[src/hw/rtl/lvn_pkg.sv]
// Shared types for the link vector normalize block.
`timescale 1ns / 1ps
package lvn_pkg;

  // Number of vector components handled side by side
  localparam int LVN_LANES = 3;

  // Pipeline control that the top level hands to each pipelined unit
  typedef struct packed {
    logic adv;  // whole pipeline moves one stage
    logic vld;  // item entering the unit is valid
  } lvn_ctrl_t;

endpackage

[src/hw/rtl/lvn_isqrt.sv]
// Pipelined floor square root, one root bit per stage.
`timescale 1ns / 1ps
module lvn_isqrt #(
  parameter int RW   = 33,
  parameter int SB_W = 1
) (
  input  logic               clk_i,
  input  logic               rst_ni,
  input  lvn_pkg::lvn_ctrl_t ctrl_i,
  input  logic [2*RW-1:0]    rad_i,
  input  logic [SB_W-1:0]    sb_i,
  output logic               valid_o,
  output logic [RW-1:0]      root_o,
  output logic [SB_W-1:0]    sb_o
);
  import lvn_pkg::*;

  logic [2*RW-1:0] rad_q  [RW];
  logic [RW:0]     rem_q  [RW];
  logic [RW-1:0]   root_q [RW];
  logic [SB_W-1:0] sb_q   [RW];
  logic [RW-1:0]   vld_q;

  for (genvar i = 0; i < RW; i++) begin : g_stage
    logic [2*RW-1:0] rad_p;
    logic [RW:0]     rem_p;
    logic [RW-1:0]   root_p;
    logic [SB_W-1:0] sb_p;
    logic            vld_p;
    logic [RW+2:0]   tmp;
    logic [RW+2:0]   trial;
    logic [RW+2:0]   sub;
    logic            ge;

    if (i == 0) begin : g_first
      assign rad_p  = rad_i;
      assign rem_p  = '0;
      assign root_p = '0;
      assign sb_p   = sb_i;
      assign vld_p  = ctrl_i.vld;
    end else begin : g_next
      assign rad_p  = rad_q[i-1];
      assign rem_p  = rem_q[i-1];
      assign root_p = root_q[i-1];
      assign sb_p   = sb_q[i-1];
      assign vld_p  = vld_q[i-1];
    end

    // bring down two radicand bits, try root*4+1
    assign tmp   = {rem_p, rad_p[2*RW-1 -: 2]};
    assign trial = {1'b0, root_p, 2'b01};
    assign sub   = tmp - trial;
    assign ge    = (tmp >= trial);

    always_ff @(posedge clk_i or negedge rst_ni) begin
      if (!rst_ni) begin
        vld_q[i] <= 1'b0;
      end else if (ctrl_i.adv) begin
        vld_q[i] <= vld_p;
      end
    end

    always_ff @(posedge clk_i) begin
      if (ctrl_i.adv) begin
        rad_q[i]  <= {rad_p[2*RW-3:0], 2'b00};
        rem_q[i]  <= ge ? sub[RW:0] : tmp[RW:0];
        root_q[i] <= {root_p[RW-2:0], ge};
        sb_q[i]   <= sb_p;
      end
    end
  end

  assign valid_o = vld_q[RW-1];
  assign root_o  = root_q[RW-1];
  assign sb_o    = sb_q[RW-1];

  // a finished remainder never exceeds twice the root
  property p_rem_bound;
    @(posedge clk_i) disable iff (!rst_ni)
      valid_o |-> (rem_q[RW-1] <= {root_q[RW-1], 1'b0});
  endproperty
  a_rem_bound: assert property (p_rem_bound) else $error("sqrt remainder out of range");

endmodule

[config.mk]
export PLATFORM = sky130hd
export DESIGN_NAME = lvn_isqrt
export DESIGN_NICKNAME = d
export VERILOG_FILES = /design/src/hw/rtl/lvn_pkg.sv /design/src/hw/rtl/lvn_isqrt.sv
export SDC_FILE = /design/constraint.sdc
export NUM_CORES = 2
export LEC_CHECK = 0
export ABC_CLOCK_PERIOD_IN_PS = 6400
export BUFFER_PORTS_ARGS = -buffer_cell sky130_fd_sc_hd__buf_2
export CORE_ASPECT_RATIO = 1.4
export CORE_MARGIN = 8
export CORE_UTILIZATION = 50
export CTS_BUF_LIST = sky130_fd_sc_hd__clkbuf_4
export DETAILED_ROUTE_END_ITERATION = 8
export PLACE_DENSITY_LB_ADDON = 0.08
export SYNTH_ARGS = -nofsm -noshare
export SYNTH_HDL_FRONTEND = slang
export SYNTH_MEMORY_MAX_BITS = 65536
export SYNTH_SLANG_ARGS = --single-unit
[constraint.sdc]
create_clock -name clk_i -period 6.4 [get_ports clk_i]
set_input_delay 1.28 -clock clk_i [delete_from_list [all_inputs] [get_ports clk_i]]
set_output_delay 1.28 -clock clk_i [all_outputs]
set_load 0.05 [all_outputs]
==> impl_metrics.env <==
export IMPL_grt_pass1_wl_microns=438400
export IMPL_setup_tns_ps=0
export IMPL_drt_initial_drc_count=4675
export IMPL_rsz0062_at_grt="false"
export IMPL_max_cap_viol_count=0
export IMPL_worst_slew_pin_slew_ps=1178
export IMPL_first_global_vias=80280
export IMPL_yosysUniqueCellTypes=84
export IMPL_routed_via_density=5.477
export IMPL_p_leak_nw=54.65
export IMPL_grt_use_total_pct=20.45
export IMPL_cp_slowest_stage_delay_ps=870
export IMPL_min_from="ctrl_i[0]"
export IMPL_min_period_ps=4462
export IMPL_fin_nets=11190
export IMPL_final_cells=14330
export IMPL_rows=218
export IMPL_syn_nets=10470
export IMPL_synth_top_family_by_area="compound AO/OA/AOI/OAI gates"
export IMPL_synth_compound_area_share_pct=9.796
export IMPL_routed_wl_met3_microns=10220
export IMPL_fmax_mhz=224.1
export IMPL_critical_path_required_ps=7460
export IMPL_start_util_pct=50.25
export IMPL_r2r_start="rem_q[0][1020]"
export IMPL_crit_fanout=29
export IMPL_worst_clock_skew_ps=78.09
export IMPL_cp_start_kind="register"
export IMPL_fp_dieH_microns=611.1
export IMPL_synth_edf_count=2687
export IMPL_cpMaxStageDelayCell="o211a_1"
export IMPL_arrival_ps=5530
export IMPL_final_hold_viol_count=0
export IMPL_crit_path_frequent_cell="o31a_1"
export IMPL_period_share_pct=69.72
export IMPL_worst_skew_pair_late_latency_ps=1340
export IMPL_wl_met1_microns=103800
export IMPL_syn_inst=9807
export IMPL_synth_simple_area_share_pct=9.741
export IMPL_antenna_found_initial=7
export IMPL_top_layer="met5"
export IMPL_grt_start_max_net_pins=180
export IMPL_p_per_area_nw_per_um2=350.6
export IMPL_synth_mux_area_share_pct=1.173
export IMPL_ir_drop_mv=0.2032
export IMPL_core_sq_um=251800
export IMPL_routedWlPerCell_microns=19.61
export IMPL_firstDrtPassIters=6
export IMPL_path_cells="ha_1, nor2b_1, o31a_1, a31o_2, o31a_1, a221o_1, a21oi_1, o211a_1, buf_4, mux2_2"
export IMPL_critPathBufInv=1
export IMPL_path_class="register to register"
export IMPL_async_flop_share_pct=1.213
export IMPL_hp_class="input port to register"
export IMPL_synth_seq_cells=2720
export IMPL_crit_start="rem_q[0][1020]"
export IMPL_dpl_worst_slack_ps=1872
export IMPL_numPortBuffers=105
export IMPL_vias=78490
export IMPL_hpwlAfterDp_microns=202600
export IMPL_syn_area_sq_um=126500
export IMPL_total_power_mw=49.25
export IMPL_drive_gt1_share_pct=13.02
export IMPL_end_kind="register"
export IMPL_met2WireLength_microns=154500
export IMPL_cts_buffers=670
export IMPL_fp_dieW_microns=441.1
export IMPL_setup_violations=0
export IMPL_yosys_warnings=0
export IMPL_relSlewSlack_pct=21.46
export IMPL_drcViolationCount=0
export IMPL_status="finished clean"
export IMPL_postCtsHoldBufs=66
export IMPL_cts_setup_buffers=0
export IMPL_cts_tree="done"
export IMPL_synth_xor_area_share_pct=6.051
export IMPL_cts_max_level=6
export IMPL_path_clk_slew_ps=70
export IMPL_cts_resized=0
export IMPL_synthAdderAreaFrac_pct=5.895
export IMPL_place_congestion=0.8773
export IMPL_root_buffer="clkbuf_4"
export IMPL_cts_buffer_depth=4
export IMPL_finalMaxSlewViolations=0
export IMPL_die_area_sq_um=269600
export IMPL_cts_sinks=2720
export IMPL_grt_overflow_total=0
export IMPL_finalWirelength_microns=281100
export IMPL_synth_seq_area_share_pct=64.44
export IMPL_dp_cells=13090
export IMPL_yosys_most_used_dff="edfxtp_1"
export IMPL_io_pins=106
export IMPL_postSynthAreaPerCell_sq_um=12.90
export IMPL_postLayoutSetupSlackWorst_ps=1938
export IMPL_ant_nets=0
export IMPL_area_growth_pct=11.04
export IMPL_fin_hold_ws_ps=216.4
export IMPL_critPathTopFamily="compound AO/OA/AOI/OAI gates"
-- placed cells by master, fill, tap and decap left out, drive strengths merged, types with 61 or more instances in the layout --
cell | synthesis | layout
nand3 | 163 | 163
ha | 596 | 596
xor2 | 400 | 400
o21a | 103 | 103
mux2 | 119 | 119
buf | 19 | 183
a21o | 277 | 277
clkbuf | 183 | 941
dlygate4sd3 | 0 | 66
o21ai | 492 | 492
clkinv | 2 | 189
inv | 769 | 784
edfxtp | 2687 | 2687
xnor2 | 474 | 474
nand2b | 118 | 118
nor3 | 239 | 239
or3 | 110 | 110
nor4 | 108 | 108
nor2b | 77 | 77
a21oi | 685 | 685
nor2 | 598 | 598
or4 | 61 | 61
nand2 | 660 | 660
nand4 | 121 | 121
-- logic make-up after synthesis --
group	Yosys count
compound gates	2011
xor+xnor	874
fa+ha+maj	596
buf+inv	973
flops	2720
mux	133
other cells	1
simple gates	2499
-- flip-flops by register name, indices dropped and copies added, names as in the netlist --
name,flops
rem_q,1037
g_stage.vld_p,32
sb_q,33
root_q,561
rad_q,1056
valid_o,1
-- cells in the mapped netlist, types with 49 or more instances --
cell	n	area share, %
nor3_1	238	0.94
or3_1	110	0.54
nand3_1	163	0.64
or4_1	60	0.36
mux2_2	118	1.1
nand2_1	660	2.0
nand4_1	120	0.59
a31oi_1	49	0.24
xnor2_1	474	3.3
nor2_1	598	1.8
nor2b_1	77	0.38
o21a_1	103	0.61
o21ai_0	490	1.9
a21o_1	277	1.6
nor4_1	108	0.53
nand2b_1	118	0.58
edfxtp_1	2687	64
ha_1	596	5.9
inv_1	768	2.3
and3_1	52	0.26
a21oi_1	685	2.7
clkbuf_1	183	0.54
xor2_1	400	2.8
-- layer usage --
metal	track usage [%]	vias up
met2	39.32	1774
met5	0	-
li1	-	38180
met1	21.60	37850
met4	9.374	2
met3	3.354	690
-- metrics by stage --
stage          instance area (sq um)  util (%)
6_report                      140500     55.80
5_1_grt                       140500     55.79
4_1_cts                       140400     55.79
3_5_place_dp                  131200     52.13
3_3_place_gp                  131200     52.13
2_1_floorplan                 126500         -
-- power breakdown --
group	switching, mW	internal [mW]
clock	6.91	7.54
sequential	1.62	22.5
combinational	6.22	4.41
total	14.8	34.5
-- path summary, 6_finish.rpt --
kind	to	slack, ps	cells past startpoint
max	rem_q[0][1073]	1940	10
min	g_stage[1].vld_p	220	2
max reg2reg	rem_q[0][1073]	1940	10
min reg2reg	rad_q[0][1660]	390	0
max in group asynchronous	g_stage[24].vld_p	5350	2
min in group asynchronous	valid_o	560	2
-- area by class of cell --
cell class,count,area [sq um]
antenna,9,22.52
clock inverter,228,1476
multi-input combinational,6114,41370
inverter,771,2894
clock buffer,941,7064
tap,3300,4129
sequential,2720,81510
timing repair buffer,249,1999
fill,21220,111300
No activity file was read; power rests on OpenSTA's default activity.
